`src/design/cpud_pkg.sv`:
```
// Package for the codepage-to-UTF-16 decoder.
// Holds the item types, the kind and status codes and the register indexes.
// No dependencies.
`timescale 1ns / 1ps
`default_nettype none

package cpud_pkg;

    // Width of a table entry and of a source code.
    localparam int unsigned UNIT_BITS = 16;
    localparam int unsigned BYTE_BITS = 8;

    // Register indexes on the configuration port.
    localparam int unsigned CFG_INDEX_BITS = 2;
    localparam int unsigned CFG_DATA_BITS  = 16;
    localparam logic [CFG_INDEX_BITS-1:0] CFG_SINGLE_BYTE_MODE   = 2'd0;
    localparam logic [CFG_INDEX_BITS-1:0] CFG_USE_FALLBACK       = 2'd1;
    localparam logic [CFG_INDEX_BITS-1:0] CFG_HAS_FALLBACK_TABLE = 2'd2;
    localparam logic [CFG_INDEX_BITS-1:0] CFG_MISSING_MARKER     = 2'd3;

    // Reset value of the missing marker (the replacement character).
    localparam logic [UNIT_BITS-1:0] MARKER_RESET = 16'hFFFD;

    // What an input item asks for.
    typedef enum logic [1:0] {
        KIND_DATA     = 2'd0,
        KIND_WR_MAIN  = 2'd1,
        KIND_WR_FB    = 2'd2,
        KIND_FLUSH    = 2'd3
    } kind_t;

    // Outcome carried with each result item.
    typedef enum logic [1:0] {
        STATUS_OK         = 2'd0,
        STATUS_UNASSIGNED = 2'd1,
        STATUS_TRUNCATED  = 2'd2
    } status_t;

    // Input item.
    typedef struct packed {
        kind_t                kind;
        logic [BYTE_BITS-1:0] data_byte;
        logic [UNIT_BITS-1:0] entry_index;
        logic [UNIT_BITS-1:0] entry_value;
    } req_item_t;

    // Result item.
    typedef struct packed {
        logic [UNIT_BITS-1:0] code_unit;
        status_t              status;
    } rsp_item_t;

    // Lookup stage contents handed from the front end to the resolve stage.
    typedef struct packed {
        logic                 truncate;
        logic [UNIT_BITS-1:0] code;
    } stage_t;

endpackage

`default_nettype wire

```
`src/design/cpud_resolve.sv`:
```
// Resolve stage: compares the table words with the missing marker and
// fills the result register. Depends on cpud_pkg.
`timescale 1ns / 1ps
`default_nettype none

module cpud_resolve (
    input  wire logic                          clk,
    input  wire logic                          rst_n,
    input  wire logic                          s1_valid,
    input  wire cpud_pkg::stage_t              s1_info,
    input  wire logic [cpud_pkg::UNIT_BITS-1:0] main_rd,
    input  wire logic [cpud_pkg::UNIT_BITS-1:0] fb_rd,
    input  wire logic [cpud_pkg::UNIT_BITS-1:0] missing_marker,
    input  wire logic                          fallback_en,
    output logic                               s1_take,
    output logic                               rsp_valid,
    input  wire logic                          rsp_ready,
    output cpud_pkg::rsp_item_t                rsp
);

    logic                load_ok;
    logic                main_hit;
    logic                fb_hit;
    cpud_pkg::rsp_item_t result;
    logic                rsp_valid_reg;
    logic                rsp_valid_next;
    cpud_pkg::rsp_item_t rsp_reg;

    // The result register frees up when empty or when its item is taken.
    assign load_ok = !rsp_valid_reg || rsp_ready;
    assign s1_take = s1_valid && load_ok;

    // Main table first, then the fallback table, then report the raw code.
    assign main_hit = (main_rd != missing_marker);
    assign fb_hit   = fallback_en && (fb_rd != missing_marker);

    always_comb
    begin
        priority if (s1_info.truncate)
        begin
            result.code_unit = s1_info.code;
            result.status    = cpud_pkg::STATUS_TRUNCATED;
        end
        else if (main_hit)
        begin
            result.code_unit = main_rd;
            result.status    = cpud_pkg::STATUS_OK;
        end
        else if (fb_hit)
        begin
            result.code_unit = fb_rd;
            result.status    = cpud_pkg::STATUS_OK;
        end
        else
        begin
            result.code_unit = s1_info.code;
            result.status    = cpud_pkg::STATUS_UNASSIGNED;
        end
    end

    assign rsp_valid_next = load_ok ? s1_valid : rsp_valid_reg;

    // Result register.
    always_ff @(posedge clk or negedge rst_n)
    begin
        if (!rst_n)
        begin
            rsp_valid_reg <= 1'b0;
        end
        else
        begin
            rsp_valid_reg <= rsp_valid_next;
        end
    end

    always_ff @(posedge clk)
    begin
        if (s1_take)
        begin
            rsp_reg <= result;
        end
    end

    assign rsp_valid = rsp_valid_reg;
    assign rsp       = rsp_reg;

endmodule

`default_nettype wire
```
`config.mk`:
```
export PLATFORM = sky130hd
export DESIGN_NAME = cpud_resolve
export DESIGN_NICKNAME = d
export VERILOG_FILES = /design/src/design/cpud_pkg.sv /design/src/design/cpud_resolve.sv
export SDC_FILE = /design/constraint.sdc
export NUM_CORES = 1
export LEC_CHECK = 0
export BUFFER_PORTS_ARGS = -buffer_cell sky130_fd_sc_hd__buf_2
export CAP_MARGIN = 10
export CORE_MARGIN = 2
export CORE_UTILIZATION = 28
export DETAILED_ROUTE_END_ITERATION = 10
export PLACE_DENSITY = 0.58
export REMOVE_ABC_BUFFERS = 1
export SYNTH_ARGS = -nofsm -noshare
export SYNTH_HDL_FRONTEND = slang
export SYNTH_SLANG_ARGS = --single-unit
```
`constraint.sdc`:
```
create_clock -name clk -period 1.4 [get_ports clk]
set_input_delay 0.21 -clock clk [delete_from_list [all_inputs] [get_ports clk]]
set_output_delay 0.21 -clock clk [all_outputs]
set_load 0.01 [all_outputs]
```
After elaboration in Yosys (flattened, before gate mapping)
Cells that the tools add are included.
{"block": "op_classes", "mux": 3, "reduce_logical": 5, "eq_ne": 2}
{"op": "18-bit two-way mux", "n": 3}
{"op": "16-bit inequality test", "n": 2}
{"op": "1-bit logical AND", "n": 2}
{"op": "2-bit OR reduction", "n": 1}
{"op": "1-bit zero test", "n": 1}
{"op": "1-bit logical OR", "n": 1}
{"block": "word_totals", "word_cells": 14, "inputBits": 70, "register_bits": 19, "out_inout_bits": 20}

Depth between registers and ports, before layout
Gate-level depths: netlist of the first run.
{"block": "logic_depth", "ltp_word": 5, "ltp_mapped": 7, "depth_no_buf": 5}

Least setup slack after synthesis of the first run
OpenSTA, ideal clock, no wires.
{"block": "synth_timing", "kind": "in2reg", "startpoint": "in missing_marker[8] (netlist bit)", "endpoint": "reg rsp_reg, in the netlist rsp[16], data pin", "setup_time_ns": 0.137, "slack_ns": -0.289, "t_required_ns": 1.263, "path_buffers": 1, "path_stages": 6, "t_arrival_ns": 1.552, "cell_sequence": "xor2_1 -> nor4_1 -> nand4_1 -> buf_2 -> or4b_1 -> nand4_1"}
{"element": "start: declaration", "line": "cpud_resolve.sv:13", "rtl": "input wire logic [cpud_pkg::UNIT_BITS-1:0] missing_marker,"}
{"element": "end signal: assignment", "line": "cpud_resolve.sv:80", "rtl": "rsp_reg <= result;"}
{"element": "end: declaration", "line": "cpud_resolve.sv:27", "rtl": "cpud_pkg::rsp_item_t rsp_reg;"}

==> results of run 1 <==
-- cells by family after synthesis --
| logic type | count (synthesis) | synth area share, % |
|---|---|---|
| flip-flops | 19 | 36.7 |
| AND/OR/NAND/NOR | 95 | 39.8 |
| buffers and inverters | 15 | 4.30 |
| AO/OA/AOI/OAI | 1 | 1.05 |
| XOR/XNOR | 32 | 18.2 |
-- cell usage after synthesis --
library cell | count | area, µm²
dfrtp_1 | 1 | 25.0
nand2b_1 | 2 | 12.5
nor4_2 | 1 | 12.5
nand3b_1 | 16 | 120
nand3_1 | 16 | 80.1
and4_2 | 1 | 10.0
nor4_1 | 3 | 18.8
edfxtp_1 | 18 | 541
inv_1 | 2 | 7.51
xor2_1 | 16 | 140
o41ai_2 | 1 | 16.3
nand2_1 | 17 | 63.8
clkbuf_1 | 7 | 26.3
and2_1 | 1 | 6.26
nor2_1 | 1 | 3.75
or4_1 | 2 | 15.0
or4b_1 | 14 | 140
buf_2 | 5 | 25.0
nand4_1 | 21 | 131
buf_4 | 1 | 7.51
xnor2_1 | 16 | 140
-- critical path, delay by kind of cell --
| family | cells | cell delay (ns) |
|---|---|---|
| xor+xnor | 1 | 0.18 |
| buf+inv | 2 | 0.33 |
| simple gates | 4 | 1.10 |
-- power by group --
part / total (mW) / internal [mW] / switching (mW)
sequential: 0.674 / 0.666 / 0.00794
combinational: 0.534 / 0.286 / 0.249
clock: 0.406 / 0.203 / 0.204
-- path summary, 6_finish.rpt --
kind                                             from               endpoint  slack, ns  cells past startpoint
worst max register to register  rsp_valid$_DFFE_PN0N_       rsp[9]$_DFFE_PP_       0.18                      4
worst max-delay path               missing_marker[12]       rsp[6]$_DFFE_PP_      -0.30                      7
worst min-delay path                         s1_valid  rsp_valid$_DFFE_PN0N_       0.16                      2
min in group asynchronous                       rst_n  rsp_valid$_DFFE_PN0N_       0.25                      2
worst min register to register  rsp_valid$_DFFE_PN0N_  rsp_valid$_DFFE_PN0N_       0.53                      2
max in group asynchronous                       rst_n  rsp_valid$_DFFE_PN0N_       1.07                      2
-- per-layer routing --
| layer | vias to the layer above | track usage, % | share of wire, % |
|---|---|---|---|
| li1 | 844 | - | - |
| met1 | 767 | 20.0 | 43 |
| met2 | 62 | 26.7 | 49 |
| met3 | 8 | 2.87 | 6.2 |
| met4 | 2 | 4.21 | 1.4 |
| met5 | - | 0 | 0.26 |
-- through the flow --
stage / std cells / power (mW) / utilization, % / cell area, µm²
after floorplan: 149 / 0.866 / - / 1480
after global placement: 338 / 1.14 / 41.7 / 2250
after detailed placement: 338 / 1.14 / 41.7 / 2250
after CTS: 349 / 1.60 / 44.9 / 2430
after global routing: 349 / 1.71 / 46.5 / 2510
final: 349 / 1.61 / 46.5 / 2510
-- area by class of cell --
type	count	area share, %
Sequential cell	19	22.5
Multi-Input combinational cell	128	40.6
Clock buffer	4	1.79
Inverter	2	0.299
Timing Repair Buffer	124	31.2
Tap cell	72	3.58
-- what timing repair did --
item / in CTS / in global routing
gates cloned: 1 / 0
buffers inserted: 5 / 0
endpoints found under the setup margin: 18 / 18
hold buffers: 1 / 0
hold endpoints to repair: 1 / 0
pin swaps: 6 / 9
gates resized for setup: 14 / 15
==> impl_metrics.tcl, run 1 <==
set metrics [dict create \
    firstDrtPassIters 4 \
    final_cell_mix "buf_2 (84), buf_4 (25), nand4_1 (21)" \
    nets 348 \
    wl_um 4920 \
    largest_reg_flops 18 \
    ys_seq_area_share_pct 36.7 \
    ys_ff_latch 19 \
    die_area_um2 6120 \
    synth_cell_types 21 \
    skew_ns 0.00649 \
    cp_slowest_cell "or4b_1" \
    cts_tree "done" \
    diodes 0 \
    synthCells 162 \
    wire_per_inst_um 14.1 \
    pre_cts_slack_ns -0.629 \
    required_ns 1.52 \
    slew_violations 0 \
    timing.slew.headroom_pct 55.6 \
    grt_pass1_vias 1582 \
    start_util_pct 28.5 \
    final-seq-area_um2 566 \
    setup_viol 17 \
    grt_pass1_wl_um 7470 \
    peakVddDrop_mv 0.313 \
    numClockSinks 19 \
    status "finished with violations" \
    drc 0 \
    first_iter_violations 71 \
    critical_path.max_stage_delay_ns 0.48 \
    grt_max_degree 51 \
    worstSetupPathType "primary input to flip-flop" \
    vias_per_cell 4.82 \
    tightest_slew_ns 0.666 \
    detail-route-antenna-nets 0 \
    fin_ws_ns -0.302 \
    holdWs_ns 0.162 \
    clockRootBuffer "clkbuf_8" \
    powerDensity_nw_per_um2 642 \
    worstPathArrival_ns 1.82 \
    synthToLayoutAreaGrowth_pct 63.0 \
    start_kind "primary input" \
    cts.clk_slew.worst_paths_ns 0.08 \
    placementRows 27 \
    die_h_um 78.2 \
    cts_buffers 3 \
    vias 1683 \
    fin_tns_setup_ns -4.44 \
    timing_hold_violations_final 0 \
    fillerInstances 539 \
    syn_area_per_cell_um2 9.52 \
    port_buffers 89 \
    crit_path_frequent_cell "nand4_1" \
    rsz0062_at_grt "true" \
    synth_warnings 0 \
    cap_violations 0 \
    grtUsageTotal_pct 15.6 \
    antenna_found_initial 1 \
    layout_commonest_cell "buf_2" \
    multi_input_area_um2 1020 \
    gp_congestion 0.788 \
    clockBufferDepth 2 \
    h-tree-depth 1 \
    dp_hpwl_um 3670 \
    drive_above_1_share_pct 50.9 \
    max_freq_ghz 0.588 \
    crit_fanout 16 \
    min_path_type "primary input to flip-flop" \
    syn_area_um2 1540 \
    die_w_um 78.2 \
    path_cells "buf_2 -> xor2_1 -> nor4_2 -> nand4_1 -> buf_4 -> or4b_1 -> nand4_1" \
    grt_remaining_overflow 0 \
    fin_crit_ns 1.70 \
    leakage_nw 1.11 \
    worst_setup_path_end_kind "flip-flop" \
    clock_latency_ns 0.26 \
    fin_crit_sh_pct 122 \
    core_um2 5410 \
    io_pins 90 \
    violations "negative setup slack" \
]
(Power assumes the default switching activity.)
==> run 2, diff against run 1 <==
- clock period: 1.4 -> 1.58 ns (I/O delays scaled with it)
==> impl_metrics.tcl, run 2 (synthesized netlist as in run 1, its figures left out) <==
set metrics [dict create \
    tightest_slew_ns 0.683 \
    clockRootBuffer "clkbuf_8" \
    diodes 0 \
    peakVddDrop_mv 0.276 \
    skew_ns 0.00402 \
    status "finished with violations" \
    final_cell_mix "buf_2 (89), buf_4 (22), nand4_1 (21)" \
    max_freq_ghz 0.560 \
    dp_hpwl_um 3590 \
    grt_pass1_wl_um 7200 \
    nets 343 \
    core_um2 5410 \
    worst_setup_path_end_kind "flip-flop" \
    placementRows 27 \
    leakage_nw 1.06 \
    port_buffers 89 \
    violations "negative setup slack" \
    io_pins 90 \
    powerDensity_nw_per_um2 576 \
    drive_above_1_share_pct 48.5 \
    slew_violations 0 \
    placed_area_um2 2240 \
    gp_congestion 0.770 \
    cap_violations 0 \
    start_kind "primary input" \
    worstSetupPathType "primary input to flip-flop" \
    fin_area_um2 2390 \
    grtUsageTotal_pct 14.9 \
    rsz0062_at_grt "true" \
    total_power_mw 1.38 \
    start_util_pct 28.5 \
    crit_fanout 14 \
    die_area_um2 6120 \
    firstDrtPassIters 4 \
    layout_commonest_cell "buf_2" \
    vias 1649 \
    fin_crit_ns 1.78 \
    wire_per_inst_um 13.5 \
    die_w_um 78.2 \
    detail-route-antenna-nets 0 \
    numClockSinks 19 \
    final_core_util_pct 44.3 \
    timing.slew.headroom_pct 54.5 \
    fin_crit_sh_pct 113 \
    vias_per_cell 4.79 \
    required_ns 1.70 \
    synthToLayoutAreaGrowth_pct 55.1 \
    grt_remaining_overflow 0 \
    fillerInstances 572 \
    grt_max_degree 51 \
    cts.clk_slew.worst_paths_ns 0.08 \
    wl_um 4650 \
    min_path_type "primary input to flip-flop" \
    worstPathArrival_ns 1.91 \
    grt_pass1_vias 1544 \
    antenna_found_initial 0 \
    clockBufferDepth 2 \
    fin_ws_ns -0.204 \
    setup_viol 17 \
    cts_tree "done" \
    h-tree-depth 1 \
    largest_reg_flops 18 \
    fin_cells 344 \
    die_h_um 78.2 \
    clock_latency_ns 0.26 \
    cts_buffers 3 \
    first_iter_violations 90 \
    dp_cells 336 \
    timing_hold_violations_final 0 \
    drc 0 \
]
-- run 2: cell types whose count changed in the layout (fill, tap and decap cells not counted), moves of 2 or more --
cell / previous run / this run
buf_6: 13 / 6
buf_2: 84 / 89
buf_4: 25 / 22
xnor2_1: 8 / 11
xnor2_4: 2 / 0
-- run 2: worst paths after layout --
kind                                       startpoint               endpoint  slack, ns  cells past startpoint
worst max register to register  rsp_valid$_DFFE_PN0N_      rsp[10]$_DFFE_PP_       0.46                      3
worst min register to register  rsp_valid$_DFFE_PN0N_  rsp_valid$_DFFE_PN0N_       0.52                      2
worst max-delay path                missing_marker[5]      rsp[14]$_DFFE_PP_      -0.20                      8
max in group asynchronous                       rst_n  rsp_valid$_DFFE_PN0N_       1.21                      2
min in group asynchronous                       rst_n  rsp_valid$_DFFE_PN0N_       0.29                      2
worst min-delay path                         s1_valid  rsp_valid$_DFFE_PN0N_       0.18                      2
-- run 2: metal layers --
metal  GRT usage, %  vias up  share of wire [%]
li1               -      837                  -
met1           19.2      748                 43
met2           25.4       60                 50
met3           2.53        4                6.0
met4           4.74        0                1.0
met5              0        -                  0
-- run 2: layout make-up --
class,count,area [µm²],share of cell area [%]
Inverter,2,7.51,0.314
Clock buffer,4,45.0,1.88
Tap cell,72,90.1,3.77
Sequential cell,19,566,23.6
Multi-Input combinational cell,128,976,40.8
Timing Repair Buffer,119,708,29.6
-- run 2: timing repair --
action                                 in CTS  in global routing
gates resized for setup                     1                 14
setup endpoints to repair                  16                 17
endpoints found under the hold margin       1                  0
hold buffers                                1                  0
pin swaps                                   0                  2
gates cloned                                0                  1
setup buffers                               0                  2
-- run 2: critical path: stages --
cell     delay, ns
buf_2         0.11
xor2_1        0.16
nor4_2        0.32
buf_4         0.17
nand4_1       0.11
buf_4         0.22
or4b_1        0.47
nand4_1       0.11
-- run 2: power breakdown --
group	internal [mW]	total, mW	switching [mW]
Sequential	0.590	0.597	0.00665
Clock	0.179	0.351	0.172
Combinational	0.223	0.430	0.207
Total	0.993	1.38	0.385
-- run 2: stage by stage --
step	TNS (ns)	setup slack, ns	hold WS, ns
2_1_floorplan	-14.96	-0.895	-0.0586
3_3_place_gp	-7.02	-0.443	0.0124
6_report	-2.70	-0.204	0.183
5_1_grt	-4.19	-0.286	0.198
4_1_cts	-2.44	-0.170	0.177
3_5_place_dp	-7.09	-0.443	0.0146
